`src/rtl/czb_div.sv`:
```
// Bit-serial restoring divider that forms min(65535, 2^30 / divisor).
`default_nettype none
module czb_div (
  input  wire logic        clk,
  input  wire logic        rst_n,
  input  wire logic        start,
  input  wire logic [19:0] divisor,
  output logic             done,
  output logic [15:0]      quot
);

  logic        busy_r;
  logic        done_r;
  logic [4:0]  cnt_r;
  logic [19:0] rem_r;
  logic [19:0] den_r;
  logic [30:0] q_r;
  logic [20:0] trial;

  assign trial = {rem_r, cnt_r == 5'd30};

  always_ff @(posedge clk) begin
    if (!rst_n) begin
      busy_r <= 1'b0;
      done_r <= 1'b0;
    end else begin
      done_r <= 1'b0;
      if (start) begin
        busy_r <= 1'b1;
        cnt_r  <= 5'd30;
        rem_r  <= '0;
        q_r    <= '0;
        den_r  <= divisor;
      end else if (busy_r) begin
        if (trial >= {1'b0, den_r}) begin
          rem_r <= 20'(trial - {1'b0, den_r});
          q_r   <= {q_r[29:0], 1'b1};
        end else begin
          rem_r <= trial[19:0];
          q_r   <= {q_r[29:0], 1'b0};
        end
        cnt_r <= cnt_r - 5'd1;
        if (cnt_r == 5'd0) begin
          busy_r <= 1'b0;
          done_r <= 1'b1;
        end
      end
    end
  end

  assign done = done_r;
  assign quot = (|q_r[30:16]) ? 16'hFFFF : q_r[15:0];

endmodule
`default_nettype wire

```
`config.mk`:
```
export PLATFORM = sky130hd
export DESIGN_NAME = czb_div
export DESIGN_NICKNAME = d
export VERILOG_FILES = /design/src/rtl/czb_div.sv
export SDC_FILE = /design/constraint.sdc
export NUM_CORES = 1
export LEC_CHECK = 0
export BUFFER_PORTS_ARGS = -buffer_cell sky130_fd_sc_hd__buf_4
export CORE_MARGIN = 4
export CORE_UTILIZATION = 50
export DETAILED_ROUTE_END_ITERATION = 8
export GPL_TIMING_DRIVEN = 0
export HOLD_SLACK_MARGIN = 0.03
export PLACE_DENSITY_LB_ADDON = 0.08
export SETUP_SLACK_MARGIN = 0.4
export SLEW_MARGIN = 20
export SYNTH_ARGS = -nofsm -noshare
export SYNTH_HDL_FRONTEND = slang
export SYNTH_SLANG_ARGS = --single-unit
```
`constraint.sdc`:
```
create_clock -name clk -period 4.4 [get_ports clk]
set_input_delay 0.44 -clock clk [delete_from_list [all_inputs] [get_ports clk]]
set_output_delay 0.44 -clock clk [all_outputs]
set_load 0.005 [all_outputs]
```
==> results of run 1 <==
## final timing paths
check | end | slack [ns] | cells after the start
setup / recovery | rem_r[12] | 1.18 | 11
hold / removal | den_r[6] | 0.26 | 1
setup reg to reg | rem_r[12] | 1.18 | 11
hold reg to reg | done | 0.51 | 1
## routing by layer
metal  part of all wire  vias up  track usage
li1                   -     1617            -
met4              0.024        0      0.06972
met5                  0        -            0
met2               0.48       79       0.3039
met3              0.041       21      0.04263
met1               0.46     1563       0.2366
## power by group through the flow
stage               combinational (mW)  clock (mW)  sequential (mW)
finish                           0.445       0.551            0.911
CTS                              0.444       0.561            0.912
global route                     0.497       0.598            0.917
global placement                 0.430           0            0.929
floorplan                        0.340           0            0.920
detailed placement               0.443           0            0.928
## area by class of cell
class | instances | area [um^2] | area share
Buffer | 18 | 96.34 | 0.01862
Clock buffer | 10 | 127.6 | 0.02467
Clock inverter | 6 | 70.07 | 0.01354
Inverter | 27 | 101.3 | 0.01959
Multi-Input combinational cell | 284 | 2016 | 0.3896
Sequential cell | 78 | 2322 | 0.4489
Tap cell | 108 | 135.1 | 0.02612
Timing Repair Buffer | 39 | 305.3 | 0.05901
## logic make-up (layout without fill, tap and decap cells)
logic type	count (synthesis)	count (layout)	synth area share
compound gates	111	111	0.1829
mux	1	1	0.002487
xor+xnor	9	9	0.01741
fa+ha+maj	24	24	0.06798
simple gates	139	139	0.1727
flops	78	78	0.5128
buf+inv	45	100	0.04366
## state kept, by name, indices dropped and copies added (netlist names)
name and flops:
busy_r 1, cnt_r 5, den_r 20, done 1
q_r 31, rem_r 20
## cells in the final DEF, fill, tap and decap left out, drive strengths merged, types with 3 or more instances in the layout
cell	n
nand2	23
and3	7
and4	3
ha	23
nor2b	33
nor4	4
edfxtp	76
o21ai	20
o2111ai	3
buf	49
xnor2	6
a2111oi	3
a21o	9
clkinvlp	3
inv	29
nand3	20
a21oi	30
o211ai	6
nand4	4
o21bai	3
nor3	6
o22ai	6
a211oi	4
a21boi	3
xor2	3
o21a	7
o31ai	3
or3	7
nor2	10
a31o	3
clkbuf	18
or2	17
## stage by stage
step | util | total power, mW | worst slack, ns | instance area, um^2 | cells
after floorplan | - | 1.260 | 1.723 | 4528 | 407
after global placement | 0.5647 | 1.359 | 1.152 | 4949 | 553
after detailed placement | 0.5678 | 1.370 | 1.234 | 4976 | 554
after CTS | 0.5904 | 1.916 | 1.214 | 5174 | 570
after global routing | 0.5904 | 2.013 | 1.062 | 5174 | 570
final | 0.5904 | 1.907 | 1.184 | 5174 | 570
## worst max-delay path: cells and delay by family, from the launching register on
kind,cells,cell delay (ns)
compound gates,4,1.08
fa+ha+maj,3,0.82
buf+inv,1,0.12
flops,1,0.42
simple gates,3,0.51
==> results.toml, run 1 <==
[timing]
hold_viol = 0
skew_ns = 0.01114
post-route-min-period_ns = 3.216
min_period_over_period = 0.7310
slew_viol_final = 0
setup_viol = 0
worstMarginPinSlew_ns = 0.8694
relSlewSlack = 0.4197
setup_tns_ns = 0
hold_ws_ns = 0.2550
rsz0062_at_grt = "no"
fmaxAchievable_ghz = 0.3109

[power_and_ir_drop]
swShare = 0.2993
switchingPower_mw = 0.5709
static-leakage-power_nw = 1.979
p_comb_frac = 0.233
p_int_mw = 1.336
powerDensity_mw_per_mm2 = 368.6
p_clk_frac = 0.289
seqPwrFrac = 0.478
irDropWorstVdd_mv = 0.1624

[synth]
synth_top_flop_cell = "edfxtp_1"
postSynth.asyncResetShare = 0
synthTopCellsByCount = "76 x edfxtp_1, 33 x nor2b_1, 30 x a21oi_1"
ys_types = 63
synth_edf_count = 76
ys_warn_count = 0
netlist.top_cell.by_area = "edfxtp_1"
yosys-top-cells-area = "edfxtp_1 50%, ha_1 6.4%, nor2b_1 4.6%"
syn_inst = 407
syn_area_mm2 = 0.004528
synth_top_area_share = 0.5040
syn-num-nets = 454
synth_area_per_cell_um2 = 11.13
seq_area_frac_synth = 0.5128
yosysMostFrequentCell = "edfxtp_1"
ys_ff_latch = 78

[clock_network]
cts-resized-gates = 0
ctsLongestPathBuffers = 2
hold_buffers = 0
cts_tree = "yes"
htree_levels = 3
post_cts_buffers = 0
clockRootBuffer = "clkbuf_8"
insertion_delay_ns = 0.35
numCtsBuffers = 9
clock-sinks = 78
path_clk_slew_ns = 0.09

[setup_path]
slowest_delay_ns = 0.55
required_ns = 4.49
slowest_stage = "a2111oi_0"
end_kind = "register"
critPathLaunch = "cnt_r[0]"
crit_fanout = 5
crit_type = "register to register"
critPathLaunchType = "register"
arrival_ns = 3.30
reg2reg_from = "cnt_r[0]"
cp_cell_sequence = "inv_1 -> ha_1 -> nand4_1 -> ha_1 -> fa_1 -> nor2b_1 -> o2111ai_1 -> nand4_1 -> a2111oi_0 -> a2111oi_0 -> o22ai_1"

[routing]
routedWlPerCell_um = 16.55
post_drt_via_cell_ratio = 5.754
drtIter0Drc = 166
vias = 3280
antenna_left = 0
drtPass1Iterations = 4
drc_errors = 0
routed_wl_um = 9433

[layout]
area_delta_synth_final_pct = 14.26
layout.nets = 504
fillers = 733
antenna_cells = 0
drive_gt1_frac = 0.2035

[floorplanning]
start_util = 0.5167
die_w_um = 103.2
ios = 40
num_rows = 34
die_y_um = 103.2
core_area_mm2 = 0.008763
die-area_mm2 = 0.01064

[global_route]
grt.overflow.total = 0
grt_pass1_vias = 3133
antenna_found_initial = 0
grt_max_degree = 45
grtUsageTotal = 0.1843
grt_pass1_wl_um = 15000

[place]
port-buffer-count = 38
hpwl_um = 6624
gp_congestion = 0.8474

[worst_hold_path]
hp-start = "divisor[6]"
hold_path_class = "input pin to register"

[flow_run]
maxCapViolCount = 0

[run_status]
status = "complete, no violations"
Note: power is estimated with default switching activity, not from simulation.
==> inputs of run 2 (changes only) <==
clock period = 3.2 ns   (was 4.4 ns; I/O delays follow)
==> run 2 against run 1 <==
Net effect: cell count is 1.6% higher; global-route usage up 0.16 points; register-to-register slack got worse by 0.78 ns; wire length rose by 1.9%; maximum frequency up 15%; largest power group unchanged.
==> results.toml, run 2 (synthesis results as in run 1) <==
[run_status]
status = "complete, no violations"

[routing]
antenna_left = 0
vias = 3332
routed_wl_um = 9610
routedWlPerCell_um = 16.60
drc_errors = 0
post_drt_via_cell_ratio = 5.755
drtPass1Iterations = 4
drtIter0Drc = 140

[setup_path]
critPathLaunchType = "register"
slowest_stage = "edfxtp_1"
cpLargestDelayFamily = "compound AO/OA/AOI/OAI gates"
end_kind = "register"
crit_fanout = 4
required_ns = 3.38
crit_type = "register to register"
slowest_delay_ns = 0.42
crit_buf_inv = 1
arrival_ns = 2.97
cp_cell_sequence = "inv_2 -> ha_4 -> nand4_1 -> ha_2 -> fa_2 -> nor2b_4 -> o2111ai_4 -> a211o_1 -> a31o_1 -> and3b_1 -> o31ai_1"

[timing]
setup_viol = 0
rsz0062_at_grt = "yes"
fmaxAchievable_ghz = 0.3580
min_period_over_period = 0.8730
setup_ws_ns = 0.4065
hold_viol = 0
worstMarginPinSlew_ns = 0.8811
relSlewSlack = 0.4119
setup_tns_ns = 0
skew_ns = 0.009799
post-route-min-period_ns = 2.793
slew_viol_final = 0

[clock_network]
path_clk_slew_ns = 0.09
htree_levels = 3
cts_tree = "yes"
ctsLongestPathBuffers = 2
clockRootBuffer = "clkbuf_8"
numCtsBuffers = 9
hold_buffers = 0
clock-sinks = 78
insertion_delay_ns = 0.35

[power_and_ir_drop]
powerDensity_mw_per_mm2 = 500.1
p_comb_frac = 0.242
swShare = 0.3022
seqPwrFrac = 0.472
irDropWorstVdd_mv = 0.2257
p_clk_frac = 0.286
switchingPower_mw = 0.8028
static-leakage-power_nw = 2.031
p_int_mw = 1.854
total_power_mw = 2.656

[place]
gp_congestion = 0.8474
dp_slack_ns = 0.03431
port-buffer-count = 38
hpwl_um = 6624
placed_cells = 554

[floorplanning]
ios = 40
start_util = 0.5167
die_y_um = 103.2
core_area_mm2 = 0.008763
die_w_um = 103.2
die-area_mm2 = 0.01064
num_rows = 34

[global_route]
antenna_found_initial = 0
grt_max_degree = 45
grtUsageTotal = 0.1859
grt.overflow.total = 0
grt_pass1_vias = 3171
grt_pass1_wl_um = 15150

[layout]
drive_gt1_frac = 0.2463
final_common_cell = "edfxtp_1"
top_register = "q_r"
layout_common_cells = "76 x edfxtp_1, 47 x buf_4, 32 x nor2b_1, 27 x a21oi_1, 25 x inv_1"
area_delta_synth_final_pct = 17.30
antenna_cells = 0
layout.nets = 513
reg.largest.list = "q_r: 31 flops, den_r: 20 flops, rem_r: 20 flops"
fin_util = 0.6061
largest_reg_flops = 31
fin_cells = 579

[flow_run]
maxCapViolCount = 0

[worst_hold_path]
hold_path_class = "input pin to register"
[run 2: cell types whose count changed in the layout (fill, tap and decap cells not counted), sizes merged]
| cell | before | now |
|---|---|---|
| buf | 49 | 58 |
[run 2: per-layer routing]
metal / global-route usage / vias up / wire length [um]
li1: - / 1636 / -
met1: 0.2370 / 1604 / 4341
met2: 0.3093 / 77 / 4675
met3: 0.04195 / 15 / 399
met4: 0.06972 / 0 / 194
met5: 0 / - / 0
[run 2: power groups by stage]
stage	sequential, mW	clock [mW]	combinational, mW
global placement	1.28	0	0.591
CTS	1.25	0.771	0.629
detailed placement	1.28	0	0.609
finish	1.25	0.759	0.644
floorplan	1.26	0	0.468
global route	1.26	0.822	0.714
[run 2: timing repair]
item	4_1_cts	5_1_grt
gates resized for setup	9	10
endpoints found under the setup margin	5	16
buffers inserted	5	4
hold endpoints to repair	0	0
pin swaps	4	10
gates cloned	0	0
[run 2: worst paths after layout]
check	startpoint	to	slack [ns]	depth (start not counted)
setup / recovery	cnt_r[0]	rem_r[16]	0.41	11
setup reg to reg	cnt_r[0]	rem_r[16]	0.41	11
hold reg to reg	busy_r	done	0.51	1
hold / removal	divisor[6]	den_r[6]	0.14	1
[run 2: through the flow]
stage	hold slack, ns	area [um^2]
floorplan	0.4189	4528
CTS	0.1277	5249
detailed placement	0.4929	4976
global placement	0.4734	4949
global route	0.1163	5311
finish	0.1355	5311
[run 2: area by class of cell]
cell class              count  area (um^2)
inverters                  27        101.3
clock inverters             6        70.07
repair buffers             48        372.9
flip-flops and latches     78         2322
plain buffers              18        98.84
clock buffers              10        127.6
multi-input cells         284         2083
well taps                 108        135.1
fillers                   717         3452
==> inputs of run 3 (changes only) <==
BUFFER_PORTS_ARGS = -buffer_cell sky130_fd_sc_hd__buf_2   (was -buffer_cell sky130_fd_sc_hd__buf_4)
==> run 3 against run 2 <==
Net effect: sequential share of layout area rose by 0.30 points; die area did not move; cell count did not move; first-iteration DRC count rose by 16%; highest routed layer unchanged; critical path depth did not move; register-to-register slack barely moved; design area fell by 0.68%; combinational power rose by 2%; clock skew rose by 0.0015 ns.
==> results.toml, run 3 (synthesis results as in run 1) <==
[run_status]
status = "complete, no violations"

[floorplanning]
num_rows = 34
die_w_um = 103.2
die-area_mm2 = 0.01064
die_y_um = 103.2
core_area_mm2 = 0.008763
start_util = 0.5167
ios = 40

[power_and_ir_drop]
irDropWorstVdd_mv = 0.2562
static-leakage-power_nw = 2.009
p_int_mw = 1.929
switchingPower_mw = 0.8070
swShare = 0.2950
seqPwrFrac = 0.458
p_comb_frac = 0.241
powerDensity_mw_per_mm2 = 518.7
p_clk_frac = 0.301

[timing]
rsz0062_at_grt = "yes"
post-route-min-period_ns = 2.789
skew_ns = 0.01126
setup_viol = 0
hold_ws_ns = 0.1345
setup_tns_ns = 0
fmaxAchievable_ghz = 0.3585
hold_viol = 0
slew_viol_final = 0
relSlewSlack = 0.4021
worstMarginPinSlew_ns = 0.8958
min_period_over_period = 0.8717
setup_ws_ns = 0.4105

[setup_path]
slowest_stage = "edfxtp_1"
r2r_cells = 11
required_ns = 3.38
worst-path-stages = 11
slowest_delay_ns = 0.42
critPathLaunchType = "register"
crit_fanout = 4
end_kind = "register"
crit_type = "register to register"
arrival_ns = 2.97
cpLargestDelayFamily = "compound AO/OA/AOI/OAI gates"
crit_buf_inv = 1
cp_cell_sequence = "inv_2 -> ha_4 -> nand4_1 -> ha_2 -> fa_2 -> nor2b_4 -> o2111ai_4 -> a211o_1 -> a31o_1 -> and3b_1 -> o31ai_1"

[global_route]
grt.overflow.total = 0
grt_max_degree = 42
grt_pass1_wl_um = 15920
antenna_found_initial = 0
grtUsageTotal = 0.1949
grt_pass1_vias = 3252

[flow_run]
maxCapViolCount = 0

[clock_network]
clockRootBuffer = "clkbuf_8"
ctsLongestPathBuffers = 2
path_clk_slew_ns = 0.09
insertion_delay_ns = 0.35
hold_buffers = 0
cts_tree = "yes"
clock-sinks = 78
numCtsBuffers = 9
htree_levels = 3

[place]
place_area_mm2 = 0.004881
hpwl_um = 6666
dp_slack_ns = 0.03019
port-buffer-count = 38
gp_congestion = 0.8351

[routing]
post_drt_via_cell_ratio = 5.775
routedWlPerCell_um = 16.98
antenna_left = 0
drtIter0Drc = 163
drc_errors = 0
routed_wl_um = 9830
drtPass1Iterations = 4
vias = 3344

[layout]
layout_common_cells = "76 x edfxtp_1, 43 x buf_2, 31 x nor2b_1, 26 x a21oi_1, 25 x inv_1"
final_area_mm2 = 0.005275
antenna_cells = 0
top_register = "q_r"
layout.nets = 513
reg.largest.list = "q_r: 31 flops, den_r: 20 flops, rem_r: 20 flops"
largest_reg_flops = 31
final_common_cell = "edfxtp_1"
drive_gt1_frac = 0.2527
fin_util = 0.6019
area_delta_synth_final_pct = 16.50
fillers = 764

[worst_hold_path]
hold_path_class = "input pin to register"
min_path_cells = 1
## run 3: layout make-up
class,instances,area [um^2],area share
clock inverters,6,87.58,0.01660
inverters,27,101.3,0.01921
flip-flops and latches,78,2322,0.4402
well taps,108,135.1,0.02562
plain buffers,18,97.59,0.01850
repair buffers,48,277.8,0.05266
multi-input cells,284,2126,0.4030
clock buffers,10,127.6,0.02419
## run 3: worst reg2reg max path: stages, from the launching register on
cell and delay [ns]:
edfxtp_1 0.42, inv_2 0.10, ha_4 0.12, nand4_1 0.12, ha_2 0.23, fa_2 0.37
nor2b_4 0.16, o2111ai_4 0.15, a211o_1 0.36, a31o_1 0.22, and3b_1 0.18, o31ai_1 0.20
## run 3: power groups by stage
stage	Combinational [mW]	Clock (mW)	Sequential, mW
5_1_grt	0.731	0.881	1.26
3_3_place_gp	0.586	0	1.28
4_1_cts	0.626	0.840	1.25
6_report	0.660	0.823	1.25
2_1_floorplan	0.468	0	1.26
3_5_place_dp	0.604	0	1.28
## run 3: routing by layer
| layer | part of all wire | global-route usage | vias to the layer above |
|---|---|---|---|
| li1 | - | - | 1642 |
| met1 | 0.44 | 0.2576 | 1596 |
| met2 | 0.49 | 0.3231 | 89 |
| met3 | 0.051 | 0.03315 | 17 |
| met4 | 0.020 | 0.06972 | 0 |
| met5 | 0 | 0 | - |
## run 3: final timing paths
check               to  slack, ns   startpoint
min reg2reg       done       0.51       busy_r
min          den_r[11]       0.13  divisor[11]
max          rem_r[16]       0.41     cnt_r[0]
max reg2reg  rem_r[16]       0.41     cnt_r[0]
## run 3: through the flow
step | power [mW] | cells
floorplan | 1.733 | 407
global placement | 1.863 | 553
detailed placement | 1.879 | 554
CTS | 2.719 | 575
global route | 2.874 | 579
finish | 2.736 | 579
## run 3: what timing repair did
action,CTS,global route
setup buffers,5,4
setup endpoints to repair,7,16
gates cloned,0,0
pin swaps,4,8
gates resized for setup,9,15
